$ cat src/rtl/core/cuem_pkg.sv
// Shared types and constants of the CPU utilization EWMA meter.
// Sample, queue and result words, status and command codes, datapath widths.
// No dependencies.
`timescale 1ns / 1ps
`default_nettype none

package cuem_pkg;

    localparam int FRAC_BITS  = 16;
    localparam int STAMP_BITS = 48;

    localparam int BUSY_W    = 63;
    localparam int STAMP_W   = 48;
    localparam int MC_W      = 32;
    localparam int CORE_W    = MC_W - 1;
    localparam int US_W      = 10;
    localparam int M_W       = CORE_W + US_W;
    localparam int DEN_W     = STAMP_BITS + M_W;
    localparam int QUOT_W    = 32;
    localparam int NUM_W     = BUSY_W + FRAC_BITS;
    localparam int DVS_W     = DEN_W + QUOT_W;
    localparam int CNT_W     = $clog2(QUOT_W);
    localparam int ALPHA_W   = 16;
    localparam int P_W       = ALPHA_W + 1 + QUOT_W;
    localparam int QDEPTH    = 2;
    localparam int QPTR_W    = $clog2(QDEPTH);
    localparam int QCNT_W    = $clog2(QDEPTH + 1);

    localparam logic [US_W-1:0]    US_PER_MS   = 10'd1000;
    localparam logic [ALPHA_W:0]   ALPHA_ONE   = 17'd65536;
    localparam logic [ALPHA_W-1:0] ALPHA_HALF  = 16'd32768;
    localparam logic [ALPHA_W-1:0] ALPHA_RESET = 16'd3277;

    typedef enum logic
    {
        CMD_PRIME  = 1'b0,
        CMD_UPDATE = 1'b1
    } cmd_t;

    typedef enum logic [2:0]
    {
        ST_OK         = 3'd0,
        ST_INVALID    = 3'd1,
        ST_BAD_ALLOC  = 3'd2,
        ST_NO_WORK    = 3'd3,
        ST_NO_ELAPSED = 3'd4
    } status_t;

    typedef struct packed
    {
        cmd_t                     cmd;
        logic                     stats_valid;
        logic [BUSY_W-1:0]        busy_time_ns;
        logic [STAMP_W-1:0]       stamp_ms;
        logic signed [MC_W-1:0]   allocated_millicores;
    } in_word_t;

    typedef struct packed
    {
        status_t                  status;
        logic [QUOT_W-1:0]        utilization_q16;
    } out_word_t;

    typedef struct packed
    {
        cmd_t                     cmd;
        status_t                  status;
        logic [BUSY_W-1:0]        busy_delta;
        logic [STAMP_BITS-1:0]    elapsed;
        logic [CORE_W-1:0]        cores;
    } q_word_t;

endpackage

`default_nettype wire

$ cat src/rtl/core/cuem_front.sv
// Front end: accepts sample words, checks them against the baseline, forms deltas.
// Owns the baseline busy time and timestamp. Depends on cuem_pkg.
`timescale 1ns / 1ps
`default_nettype none

module cuem_front
(
    input  logic               clk,
    input  logic               rst_n,
    input  logic               push,
    input  cuem_pkg::in_word_t sample,
    input  logic               q_full,
    output logic               q_push,
    output cuem_pkg::q_word_t  q_word
);
    import cuem_pkg::*;

    logic [BUSY_W-1:0]     base_busy_reg, base_busy_next;
    logic [STAMP_BITS-1:0] base_stamp_reg, base_stamp_next;
    logic [BUSY_W:0]       busy_diff;
    logic [STAMP_BITS:0]   stamp_diff;
    logic [STAMP_BITS-1:0] stamp;
    logic                  work_ok;
    logic                  elapsed_ok;
    logic                  alloc_ok;
    logic                  accept;
    status_t               status;

    assign stamp      = sample.stamp_ms[STAMP_BITS-1:0];
    assign busy_diff  = {1'b0, sample.busy_time_ns} - {1'b0, base_busy_reg};
    assign stamp_diff = {1'b0, stamp} - {1'b0, base_stamp_reg};
    assign work_ok    = !busy_diff[BUSY_W] && (busy_diff[BUSY_W-1:0] != '0);
    assign elapsed_ok = !stamp_diff[STAMP_BITS] && (stamp_diff[STAMP_BITS-1:0] != '0);
    assign alloc_ok   = !sample.allocated_millicores[MC_W-1]
                        && (sample.allocated_millicores != '0);
    assign accept     = push && !q_full;

    always_comb
    begin
        if (!sample.stats_valid)
        begin
            status = ST_INVALID;
        end
        else if (!alloc_ok)
        begin
            status = ST_BAD_ALLOC;
        end
        else if (!work_ok)
        begin
            status = ST_NO_WORK;
        end
        else if (!elapsed_ok)
        begin
            status = ST_NO_ELAPSED;
        end
        else
        begin
            status = ST_OK;
        end
    end

    assign q_push            = accept;
    assign q_word.cmd        = sample.cmd;
    assign q_word.status     = status;
    assign q_word.busy_delta = busy_diff[BUSY_W-1:0];
    assign q_word.elapsed    = stamp_diff[STAMP_BITS-1:0];
    assign q_word.cores      = sample.allocated_millicores[CORE_W-1:0];

    always_comb
    begin
        base_busy_next  = base_busy_reg;
        base_stamp_next = base_stamp_reg;
        if (accept && ((sample.cmd == CMD_PRIME) || (status == ST_OK)))
        begin
            base_busy_next  = sample.busy_time_ns;
            base_stamp_next = stamp;
        end
    end

    always_ff @(posedge clk or negedge rst_n)
    begin
        if (!rst_n)
        begin
            base_busy_reg  <= '0;
            base_stamp_reg <= '0;
        end
        else
        begin
            base_busy_reg  <= base_busy_next;
            base_stamp_reg <= base_stamp_next;
        end
    end

    a_fail_keeps_base: assert property (@(posedge clk) disable iff (!rst_n)
        (accept && (sample.cmd == CMD_UPDATE) && (status != ST_OK))
        |=> ($stable(base_busy_reg) && $stable(base_stamp_reg)))
        else $error("baseline moved on a failed update");

    a_prime_loads_base: assert property (@(posedge clk) disable iff (!rst_n)
        (accept && (sample.cmd == CMD_PRIME))
        |=> (base_busy_reg == $past(sample.busy_time_ns)))
        else $error("prime did not load baseline");

endmodule

`default_nettype wire

$ cat src/rtl/core/cuem_queue.sv
// Short queue of classified words between front end and back end.
// Register array with read and write pointers. Depends on cuem_pkg.
`timescale 1ns / 1ps
`default_nettype none

module cuem_queue
(
    input  logic              clk,
    input  logic              rst_n,
    input  logic              push,
    input  cuem_pkg::q_word_t wr_word,
    output logic              full,
    input  logic              pop,
    output logic              empty,
    output cuem_pkg::q_word_t rd_word
);
    import cuem_pkg::*;

    q_word_t             mem_reg [QDEPTH];
    logic [QPTR_W-1:0]   wr_ptr_reg, wr_ptr_next;
    logic [QPTR_W-1:0]   rd_ptr_reg, rd_ptr_next;
    logic [QCNT_W-1:0]   count_reg, count_next;
    logic                do_push;
    logic                do_pop;

    assign full    = (count_reg == QCNT_W'(QDEPTH));
    assign empty   = (count_reg == '0);
    assign do_push = push && !full;
    assign do_pop  = pop && !empty;
    assign rd_word = mem_reg[rd_ptr_reg];

    always_comb
    begin
        wr_ptr_next = wr_ptr_reg;
        rd_ptr_next = rd_ptr_reg;
        count_next  = count_reg;
        if (do_push)
        begin
            wr_ptr_next = (wr_ptr_reg == QPTR_W'(QDEPTH - 1)) ? '0 : wr_ptr_reg + 1'b1;
        end
        if (do_pop)
        begin
            rd_ptr_next = (rd_ptr_reg == QPTR_W'(QDEPTH - 1)) ? '0 : rd_ptr_reg + 1'b1;
        end
        if (do_push && !do_pop)
        begin
            count_next = count_reg + 1'b1;
        end
        else if (do_pop && !do_push)
        begin
            count_next = count_reg - 1'b1;
        end
    end

    always_ff @(posedge clk or negedge rst_n)
    begin
        if (!rst_n)
        begin
            wr_ptr_reg <= '0;
            rd_ptr_reg <= '0;
            count_reg  <= '0;
        end
        else
        begin
            wr_ptr_reg <= wr_ptr_next;
            rd_ptr_reg <= rd_ptr_next;
            count_reg  <= count_next;
        end
    end

    always_ff @(posedge clk)
    begin
        if (do_push)
        begin
            mem_reg[wr_ptr_reg] <= wr_word;
        end
    end

    a_count_bound: assert property (@(posedge clk) disable iff (!rst_n)
        count_reg <= QCNT_W'(QDEPTH))
        else $error("queue count beyond depth");

    a_count_up: assert property (@(posedge clk) disable iff (!rst_n)
        (do_push && !do_pop) |=> (count_reg == $past(count_reg) + 1'b1))
        else $error("queue count missed a push");

endmodule

`default_nettype wire

$ cat src/rtl/core/cuem_back.sv
// Back end: shift-add denominator, restoring divider, EWMA fold, result register.
// Owns the smoothed utilization. Depends on cuem_pkg.
`timescale 1ns / 1ps
`default_nettype none

module cuem_back
(
    input  logic                           clk,
    input  logic                           rst_n,
    input  logic [cuem_pkg::ALPHA_W-1:0]   alpha,
    input  logic                           q_empty,
    output logic                           q_pop,
    input  cuem_pkg::q_word_t              q_word,
    output logic                           empty,
    input  logic                           pop,
    output cuem_pkg::out_word_t            result
);
    import cuem_pkg::*;

    typedef enum logic [7:0]
    {
        S_IDLE  = 8'b0000_0001,
        S_SCALE = 8'b0000_0010,
        S_MUL   = 8'b0000_0100,
        S_SAT   = 8'b0000_1000,
        S_DIV   = 8'b0001_0000,
        S_EW1   = 8'b0010_0000,
        S_EW2   = 8'b0100_0000,
        S_DONE  = 8'b1000_0000
    } state_t;

    state_t             state_reg, state_next;
    logic [NUM_W-1:0]   rem_reg, rem_next;
    logic [CORE_W-1:0]  cores_reg, cores_next;
    logic [M_W-1:0]     mult_reg, mult_next;
    logic [DEN_W-1:0]   mcand_reg, mcand_next;
    logic [DEN_W-1:0]   den_reg, den_next;
    logic [DVS_W-1:0]   dvs_reg, dvs_next;
    logic [QUOT_W-1:0]  quot_reg, quot_next;
    logic [CNT_W-1:0]   cnt_reg, cnt_next;
    logic [P_W-1:0]     p1_reg, p1_next;
    logic [P_W-1:0]     p2_reg, p2_next;
    logic [QUOT_W-1:0]  smooth_reg, smooth_next;
    out_word_t          res_reg, res_next;
    out_word_t          out_reg, out_next;
    logic               out_valid_reg, out_valid_next;
    logic [DVS_W-1:0]   rem_ext;
    logic [P_W-1:0]     ew_sum;
    logic               out_free;

    assign rem_ext  = {{(DVS_W - NUM_W){1'b0}}, rem_reg};
    assign ew_sum   = p1_reg + p2_reg + P_W'(ALPHA_HALF);
    assign out_free = !out_valid_reg || pop;
    assign empty    = !out_valid_reg;
    assign result   = out_reg;

    always_comb
    begin
        state_next  = state_reg;
        rem_next    = rem_reg;
        cores_next  = cores_reg;
        mult_next   = mult_reg;
        mcand_next  = mcand_reg;
        den_next    = den_reg;
        dvs_next    = dvs_reg;
        quot_next   = quot_reg;
        cnt_next    = cnt_reg;
        p1_next     = p1_reg;
        p2_next     = p2_reg;
        smooth_next = smooth_reg;
        res_next    = res_reg;
        q_pop       = 1'b0;
        case (state_reg)
            S_IDLE:
            begin
                if (!q_empty)
                begin
                    q_pop      = 1'b1;
                    rem_next   = {q_word.busy_delta, {FRAC_BITS{1'b0}}};
                    mcand_next = {{M_W{1'b0}}, q_word.elapsed};
                    den_next   = '0;
                    cores_next = q_word.cores;
                    if (q_word.cmd == CMD_PRIME)
                    begin
                        res_next.status          = ST_OK;
                        res_next.utilization_q16 = smooth_reg;
                        state_next               = S_DONE;
                    end
                    else if (q_word.status != ST_OK)
                    begin
                        res_next.status          = q_word.status;
                        res_next.utilization_q16 = '0;
                        state_next               = S_DONE;
                    end
                    else
                    begin
                        state_next = S_SCALE;
                    end
                end
            end
            S_SCALE:
            begin
                mult_next  = {{US_W{1'b0}}, cores_reg} * {{CORE_W{1'b0}}, US_PER_MS};
                state_next = S_MUL;
            end
            S_MUL:
            begin
                if (mult_reg == '0)
                begin
                    dvs_next   = {den_reg, {QUOT_W{1'b0}}};
                    state_next = S_SAT;
                end
                else
                begin
                    if (mult_reg[0])
                    begin
                        den_next = den_reg + mcand_reg;
                    end
                    mcand_next = mcand_reg << 1;
                    mult_next  = mult_reg >> 1;
                end
            end
            S_SAT:
            begin
                if (rem_ext >= dvs_reg)
                begin
                    quot_next  = '1;
                    state_next = S_EW1;
                end
                else
                begin
                    quot_next  = '0;
                    dvs_next   = dvs_reg >> 1;
                    cnt_next   = CNT_W'(QUOT_W - 1);
                    state_next = S_DIV;
                end
            end
            S_DIV:
            begin
                if (rem_ext >= dvs_reg)
                begin
                    rem_next  = rem_reg - dvs_reg[NUM_W-1:0];
                    quot_next = {quot_reg[QUOT_W-2:0], 1'b1};
                end
                else
                begin
                    quot_next = {quot_reg[QUOT_W-2:0], 1'b0};
                end
                dvs_next = dvs_reg >> 1;
                if (cnt_reg == '0)
                begin
                    state_next = S_EW1;
                end
                else
                begin
                    cnt_next = cnt_reg - 1'b1;
                end
            end
            S_EW1:
            begin
                p1_next    = P_W'(alpha) * P_W'(quot_reg);
                p2_next    = P_W'(ALPHA_ONE - {1'b0, alpha}) * P_W'(smooth_reg);
                state_next = S_EW2;
            end
            S_EW2:
            begin
                smooth_next              = ew_sum[ALPHA_W+QUOT_W-1:ALPHA_W];
                res_next.status          = ST_OK;
                res_next.utilization_q16 = ew_sum[ALPHA_W+QUOT_W-1:ALPHA_W];
                state_next               = S_DONE;
            end
            S_DONE:
            begin
                if (out_free)
                begin
                    state_next = S_IDLE;
                end
            end
            default:
            begin
                state_next = S_IDLE;
            end
        endcase
    end

    always_comb
    begin
        out_next       = out_reg;
        out_valid_next = out_valid_reg;
        if ((state_reg == S_DONE) && out_free)
        begin
            out_next       = res_reg;
            out_valid_next = 1'b1;
        end
        else if (pop)
        begin
            out_valid_next = 1'b0;
        end
    end

    always_ff @(posedge clk or negedge rst_n)
    begin
        if (!rst_n)
        begin
            state_reg     <= S_IDLE;
            smooth_reg    <= '0;
            out_valid_reg <= 1'b0;
        end
        else
        begin
            state_reg     <= state_next;
            smooth_reg    <= smooth_next;
            out_valid_reg <= out_valid_next;
        end
    end

    always_ff @(posedge clk)
    begin
        rem_reg   <= rem_next;
        cores_reg <= cores_next;
        mult_reg  <= mult_next;
        mcand_reg <= mcand_next;
        den_reg   <= den_next;
        dvs_reg   <= dvs_next;
        quot_reg  <= quot_next;
        cnt_reg   <= cnt_next;
        p1_reg    <= p1_next;
        p2_reg    <= p2_next;
        res_reg   <= res_next;
        out_reg   <= out_next;
    end

    a_div_bound: assert property (@(posedge clk) disable iff (!rst_n)
        (state_reg == S_DIV) |-> ({1'b0, rem_ext} < {dvs_reg, 1'b0}))
        else $error("divider remainder out of range");

    a_fail_zero: assert property (@(posedge clk) disable iff (!rst_n)
        (out_valid_reg && (out_reg.status != ST_OK)) |-> (out_reg.utilization_q16 == '0))
        else $error("failed word carries nonzero utilization");

    a_smooth_hold: assert property (@(posedge clk) disable iff (!rst_n)
        (state_reg != S_EW2) |=> $stable(smooth_reg))
        else $error("smoothed value changed outside the fold step");

endmodule

`default_nettype wire

$ cat src/rtl/core/cpu_utilization_ewma_meter.sv
// CPU utilization meter with exponentially weighted smoothing.
// Sample queue in (push/full), result queue out (empty/pop), one config register.
// Each accepted sample word gives exactly one result word, in order.
// Prime words (cmd 0) store the baseline; update words (cmd 1) check the
// sample, divide busy delta by elapsed*1000*millicores into Q16.16 and fold
// it into the running average with weight alpha_q16.
// Order of work: a prime word or a failed update goes from the queue straight
// to the result register. A passing update runs the shift-add multiplier (one
// bit of millicores*1000 a cycle) and then the restoring divider (one quotient
// bit a cycle) in the back end; a saturating quotient skips the divider. The
// back end takes its next word in the cycle after a result leaves it, so it
// does not start a new word before the last one has left.
// The front end checks and queues words while the back end works, so it
// takes up to two further words; the back end handles one word at a time.
// A result word holds on the result port until popped; while it waits the
// back end stalls once it holds the next result, the queue fills, then full rises.
// Reset clears baseline, average and queues; alpha_q16 returns to 3277.
// Write alpha_q16 through cfg_wen/cfg_wdata only while no word is in flight.
`timescale 1ns / 1ps
`default_nettype none

module cpu_utilization_ewma_meter
(
    input  logic                          clk,
    input  logic                          rst_n,
    input  logic                          push,
    output logic                          full,
    input  cuem_pkg::in_word_t            sample,
    output logic                          empty,
    input  logic                          pop,
    output cuem_pkg::out_word_t           result,
    input  logic                          cfg_wen,
    input  logic [cuem_pkg::ALPHA_W-1:0]  cfg_wdata
);
    import cuem_pkg::*;

    logic [ALPHA_W-1:0] alpha_reg, alpha_next;
    logic               fq_push;
    logic               fq_full;
    logic               fq_pop;
    logic               fq_empty;
    q_word_t            fq_wr_word;
    q_word_t            fq_rd_word;

    assign full = fq_full;

    always_comb
    begin
        alpha_next = alpha_reg;
        if (cfg_wen)
        begin
            alpha_next = cfg_wdata;
        end
    end

    always_ff @(posedge clk or negedge rst_n)
    begin
        if (!rst_n)
        begin
            alpha_reg <= ALPHA_RESET;
        end
        else
        begin
            alpha_reg <= alpha_next;
        end
    end

    cuem_front u_front
    (
        .clk    (clk),
        .rst_n  (rst_n),
        .push   (push),
        .sample (sample),
        .q_full (fq_full),
        .q_push (fq_push),
        .q_word (fq_wr_word)
    );

    cuem_queue u_queue
    (
        .clk     (clk),
        .rst_n   (rst_n),
        .push    (fq_push),
        .wr_word (fq_wr_word),
        .full    (fq_full),
        .pop     (fq_pop),
        .empty   (fq_empty),
        .rd_word (fq_rd_word)
    );

    cuem_back u_back
    (
        .clk     (clk),
        .rst_n   (rst_n),
        .alpha   (alpha_reg),
        .q_empty (fq_empty),
        .q_pop   (fq_pop),
        .q_word  (fq_rd_word),
        .empty   (empty),
        .pop     (pop),
        .result  (result)
    );

endmodule

`default_nettype wire
$ cat config.mk
export PLATFORM = sky130hd
export DESIGN_NAME = cpu_utilization_ewma_meter
export DESIGN_NICKNAME = d
export VERILOG_FILES = /design/src/rtl/core/cuem_pkg.sv /design/src/rtl/core/cuem_front.sv /design/src/rtl/core/cuem_queue.sv /design/src/rtl/core/cuem_back.sv /design/src/rtl/core/cpu_utilization_ewma_meter.sv
export SDC_FILE = /design/constraint.sdc
export NUM_CORES = 2
export LEC_CHECK = 0
export BUFFER_PORTS_ARGS = -buffer_cell sky130_fd_sc_hd__buf_2
export CAP_MARGIN = 5
export CORE_MARGIN = 2
export CORE_UTILIZATION = 35
export CTS_BUF_LIST = sky130_fd_sc_hd__clkbuf_4
export CTS_CLUSTER_DIAMETER = 50
export DETAILED_ROUTE_END_ITERATION = 8
export GPL_ROUTABILITY_DRIVEN = 1
export GPL_TIMING_DRIVEN = 1
export MAX_ROUTING_LAYER = met4
export SLEW_MARGIN = 10
export SYNTH_ARGS = -nofsm -noshare
export SYNTH_HDL_FRONTEND = slang
export SYNTH_SLANG_ARGS = --single-unit
$ cat constraint.sdc
create_clock -name clk -period 10.5 [get_ports clk]
set_input_delay 1.05 -clock clk [delete_from_list [all_inputs] [get_ports clk]]
set_output_delay 1.05 -clock clk [all_outputs]
set_load 0.05 [all_outputs]
# After elaboration in Yosys (flattened, before gate mapping)
# Memory sizes are Yosys's and may differ from the RTL's.
# Cells that the tools add are included.
[totals] regBits=825 ram_bits=292 in_bits=166 output_inout_bits=37 elab_cells=153 memories=1
[op_classes] n_addsub=12 n_mul=3 n_lt_le_gt_ge=1 n_eq_ne=19 mux=47 bitwise_logic=2 n_reduce_logical=45
[mem_list] memory="u_queue.mem_reg" depth=2 word_bits=146 rd=1 rd_clocked_by_memory_dff=0 wr=1 line="cuem_queue.sv:19" rtl="q_word_t mem_reg [QDEPTH];"
[op_table] operator="2-to-1 mux 89 bit" n=5
[op_table] operator="case mux 121 bit (3 select lines)" n=1
[op_table] operator="case mux 89 bit (2 select lines)" n=2
[op_table] operator="2-to-1 mux 121 bit" n=2
[op_table] operator="2-to-1 mux 79 bit" n=2
[op_table] operator="case mux 79 bit (2 select lines)" n=1
[op_table] operator="greater-or-equal comparator 79 x 121 -> 1 bit" n=1
[op_table] operator="2-to-1 mux 35 bit" n=3
[op_table] operator="adder 89 bit" n=1
[op_table] operator="case mux 41 bit (2 select lines)" n=1
[op_table] operator="subtractor 79 bit" n=1
[op_table] operator="case mux 35 bit (2 select lines)" n=1
[op_table] operator="case mux 32 bit (2 select lines)" n=1
[op_table] operator="case mux 8 bit (8 select lines)" n=1
[op_table] operator="subtractor 63 x 63 -> 64 bit" n=1
[op_table] operator="nonzero test 63 bit" n=1
[op_table] operator="multiplier 49 x 32 -> 48 bit" n=1
[op_table] operator="subtractor 48 x 48 -> 49 bit" n=1
[op_table] operator="adder 48 x 16 -> 48 bit (second input constant)" n=1
[op_table] operator="adder 48 bit" n=1
[op_table] operator="multiplier 16 x 32 -> 48 bit" n=1
[op_table] operator="2-to-1 mux 8 bit" n=6
[op_table] operator="nonzero test 48 bit" n=1
[op_table] operator="logical NOT 41 bit" n=1
[op_table] operator="39 further kinds" n=91

# Logic depth before layout (Yosys ltp)
[depth] depth_word=10 depth_mapped=38 mapped_depth_nobuf=36

# By module
# From an unflattened synthesis, not the netlist that was laid out.
[unflattened] hier_cells=10012 area_unflattened_um2=100870.5
[modules_own_cells] mod="cuem_back" n_inst=1 cells_per_inst=7884 area_per_inst_um2=76249.4 seq_area_each_um2=20636.0
[modules_own_cells] mod="cuem_front" n_inst=1 cells_per_inst=1621 area_per_inst_um2=13180.1 seq_area_each_um2=2777.7
[modules_own_cells] mod="cuem_queue" n_inst=1 cells_per_inst=473 area_per_inst_um2=10782.8 seq_area_each_um2=8868.5
[modules_own_cells] mod="cpu_utilization_ewma_meter" n_inst=1 cells_per_inst=34 area_per_inst_um2=658.1 seq_area_each_um2=409.1

# Worst setup path before layout
# Ideal clock, no wire load.
[synth_timing] kind="reg2reg" from="reg u_back.state_reg[3]" to="reg u_back.den_reg[0], enable pin" setup_time_ns=0.454 arrival_ns=10.413 t_required_ns=10.046 slack_ns=-0.367 stages_incl_launch_ff=6 n_path_buf=1 period_less_slack_ns=10.867 cell_sequence="dfrtp_1 > nor4_1 > nand4b_1 > clkbuf_1 > a211oi_1 > o21a_1"
[synth_via] elab_chain_len=3 word_cells_on_any_way=7 cone_classes="eq/ne (5); reduce/logical (2)"
[synth_rtl] element="start: declaration" line="cuem_back.sv:32" rtl="state_t state_reg, state_next;"
[synth_rtl] element="start signal: assignment" line="cuem_back.sv:211" rtl="state_reg <= state_next;"
[synth_rtl] element="== test 8 x 3 -> 1 bit or == test 8 x 1 -> 1 bit (tied branches)" line="cuem_back.sv:73" rtl="case (state_reg)"
[synth_rtl] element="!= test 2 x 1 -> 1 bit (no source line), or another cell as far along"
[synth_rtl] element="AND reduction 4 bit (no source line) *"
[synth_rtl] element="end signal: assignment" line="cuem_back.sv:223" rtl="den_reg <= den_next;"
[synth_rtl] element="end: declaration" line="cuem_back.sv:37" rtl="logic [DEN_W-1:0] den_reg, den_next;"
# Mark *: on every way between the ends. The rest lies on a longest branch, timed or not.
# A chain may end at the register's enable or synchronous reset.

# Worst setup path after layout
[layout_timing] from="reg alpha_reg[4]" to="reg u_back.p2_reg[44] (data pin)"
[layout_via] elab_chain_len=2
[layout_rtl] element="start: declaration" line="cpu_utilization_ewma_meter.sv:37" rtl="logic [ALPHA_W-1:0] alpha_reg, alpha_next;"
[layout_rtl] element="start signal: assignment" line="cpu_utilization_ewma_meter.sv:64" rtl="alpha_reg <= alpha_next;"
[layout_rtl] element="subtractor 17 x 16 -> 18 bit" line="cuem_back.sv:162" rtl="p2_next = P_W'(ALPHA_ONE - {1'b0, alpha}) * P_W'(smooth_reg);"
[layout_rtl] element="multiplier 49 x 32 -> 48 bit" line="cuem_back.sv:162"
[layout_rtl] element="end signal: assignment" line="cuem_back.sv:228" rtl="p2_reg <= p2_next;"
[layout_rtl] element="end: declaration" line="cuem_back.sv:42" rtl="logic [P_W-1:0] p2_reg, p2_next;"
# No other way between the ends.

==> flow_metrics.tcl <==
set metrics [dict create \
    fin_skew_ns 0.162 \
    htreeDepth 5 \
    async_flop_share 0.154 \
    clk_latency_ns 1.23 \
    io_pins 203 \
    final_cell_mix "1297 x nand2_1, 1230 x inv_1, 981 x fa_1, 945 x edfxtp_1, 817 x ha_1" \
    cts_buffers 323 \
    synth_edf_count 945 \
    postSynthAreaPerCell_sq_um 10.2 \
    crit_top_cell "fa_1" \
    final_common_cell "nand2_1" \
    worst_path_max_delay_cell "fa_1" \
    finalMaxSlewViolations 0 \
    grt_usage 0.183 \
    antenna_left 0 \
    fp.dieH_um 539 \
    yosys_warnings 0 \
    setup.worst_path.class "flip-flop to flip-flop" \
    status "finished, final reports clean" \
    cts_num_sinks 1117 \
    start_util 0.351 \
    synth_flop_cell "edfxtp_1" \
    endpoint_kind "flip-flop" \
    clk_path_buf_depth 4 \
    finalHoldViolations 0 \
    cap_violations 0 \
    yosys_register_bits 1117 \
    placedInstanceArea_sq_um 105000 \
    cts_tree "yes" \
    fp.dieArea_sq_um 290000 \
    hold_depth 2 \
    grt-ovfl-total 0 \
    portBuffers 202 \
    syn-cell-area_sq_um 100000 \
    largest_reg_flops 292 \
    reg2reg_from "alpha_reg[4]" \
    hold_path_startpoint "sample[84]" \
    grt_first_pass_wirelength_mm 416 \
    clkTransAtPathRegs_ns 0.06 \
    drive_gt1_frac 0.103 \
    via_per_inst 5.07 \
    postSynthCellCount 9819 \
    cp.required_ns 11.35 \
    dp_hpwl_mm 198 \
    cp.arrival_ns 10.71 \
    period_minus_slack_ns 9.87 \
    r2r_cells 32 \
    nets 12098 \
    stdcell_area_sq_um 110000 \
    cp-start-kind "flip-flop" \
    core_area_sq_um 285000 \
    timing.fmax_ghz 0.101 \
    drc 0 \
    cts_resized 0 \
    finalSetupTns_ns 0 \
    wl_mm 258 \
    dr.pass1.iters 6 \
    wire_per_inst_um 18.2 \
    worst_pin_slew_ns 1.16 \
    slew-limit-headroom 0.229 \
    reg2reg_to "u_back.p2_reg[44]" \
    min_period_over_period 0.940 \
    rsz0062_at_grt "no" \
    critPathMaxStageDelay_ns 0.56 \
    row_count 196 \
    postCtsSetupRepairBufs 0 \
    ys_types 111 \
    drt_iter0_markers 4496 \
    ff2ff_setup_slack_ns 0.63 \
    grt_pass1_vias 75627 \
    hold_end "u_front.base_busy_reg[4]" \
    finish.utilization 0.388 \
    cp_max_fo 24 \
    grt_max_degree 225 \
    seq_area_frac_synth 0.326 \
    antenna_found_initial 9 \
    gp_congestion 0.911 \
    synthToLayoutAreaGrowth_pct 10.3 \
    finalSetupViolations 0 \
    synthesis.nets 11783 \
    die_w_um 539 \
    hold_path_class "input pin to flip-flop" \
    cts_root_buffer "clkbuf_4" \
    vias 71724 \
]
worst max-delay path, delay by kind of cell, from the launching register on:
family	cells	cell delay (ns)
flops	1	0.39
compound gates	8	1.90
buf+inv	5	0.60
simple gates	8	1.86
fa+ha+maj	9	4.40
xor+xnor	2	0.40
logic make-up (layout without fill, tap and decap cells):
logic type      after synthesis  in the layout  synth area share
compound gates             1606           1606             0.102
fa+ha+maj                  1798           1798             0.298
mux                         278            278            0.0332
other cells                   0             14                 0
xor+xnor                    405            405            0.0354
flops                      1117           1117             0.326
simple gates               2944           2944             0.140
buf+inv                    1671           2227            0.0645
per-stage QoR:
step	setup slack [ns]	std cells	hold slack, ns
6_report	0.633	14151	0.142
5_1_grt	0.0106	14150	0.00291
4_1_cts	0.669	14137	0.00274
3_5_place_dp	0.787	13438	0.407
3_3_place_gp	0.832	13438	0.403
2_1_floorplan	1.52	9819	0.400
metal layers:
| metal | routed length, um | track usage | vias up |
|---|---|---|---|
| met5 | 0 | - | - |
| met4 | 6090 | 0.0475 | 0 |
| li1 | - | - | 33801 |
| met3 | 12600 | 0.0259 | 374 |
| met2 | 124000 | 0.301 | 1767 |
| met1 | 115000 | 0.237 | 35782 |
final cells by class:
type / count / area (sq um)
timing repair buffer: 430 / 3090
inverter: 1231 / 4620
clock buffer: 460 / 3450
tap: 3762 / 4710
sequential: 1117 / 32700
fill: 28198 / 174000
clock inverter: 106 / 638
antenna: 14 / 35.0
multi-input combinational: 7031 / 61200
worst max-delay path by stage:
stage | startpoint | endpoint | slack (ns) | depth (start not counted)
floorplan | alpha_reg[3] | u_back.p2_reg[47] | 1.52 | 36
global placement | alpha_reg[4] | u_back.p2_reg[44] | 0.83 | 32
detailed placement | alpha_reg[4] | u_back.p2_reg[44] | 0.79 | 32
CTS | alpha_reg[4] | u_back.p2_reg[44] | 0.67 | 32
global route | alpha_reg[4] | u_back.p2_reg[44] | 0.01 | 32
finish | alpha_reg[4] | u_back.p2_reg[44] | 0.63 | 32
repair_timing:
item	in CTS	in global routing
hold buffers	133	0
setup endpoints to repair	0	0
hold endpoints to repair	209	0
synthesized netlist by cell type (96+ instances only):
| cell type | count | area share |
|---|---|---|
| a21o_1 | 251 | 0.019 |
| a21oi_1 | 532 | 0.027 |
| and2_1 | 540 | 0.034 |
| clkbuf_1 | 402 | 0.015 |
| dfrtp_1 | 164 | 0.041 |
| edfxtp_1 | 945 | 0.28 |
| fa_1 | 981 | 0.20 |
| ha_1 | 817 | 0.10 |
| inv_1 | 1230 | 0.046 |
| mux2i_1 | 112 | 0.011 |
| nand2_1 | 1297 | 0.049 |
| nand3_1 | 96 | 0.0048 |
| nand4_1 | 104 | 0.0065 |
| nor2_1 | 462 | 0.017 |
| o21ai_0 | 337 | 0.017 |
| xnor2_1 | 247 | 0.022 |
| xor2_1 | 158 | 0.014 |
Power is left out: the tool's default activity adds up to more than one toggle a clock period on the data nets, which glitch-free logic cannot reach.
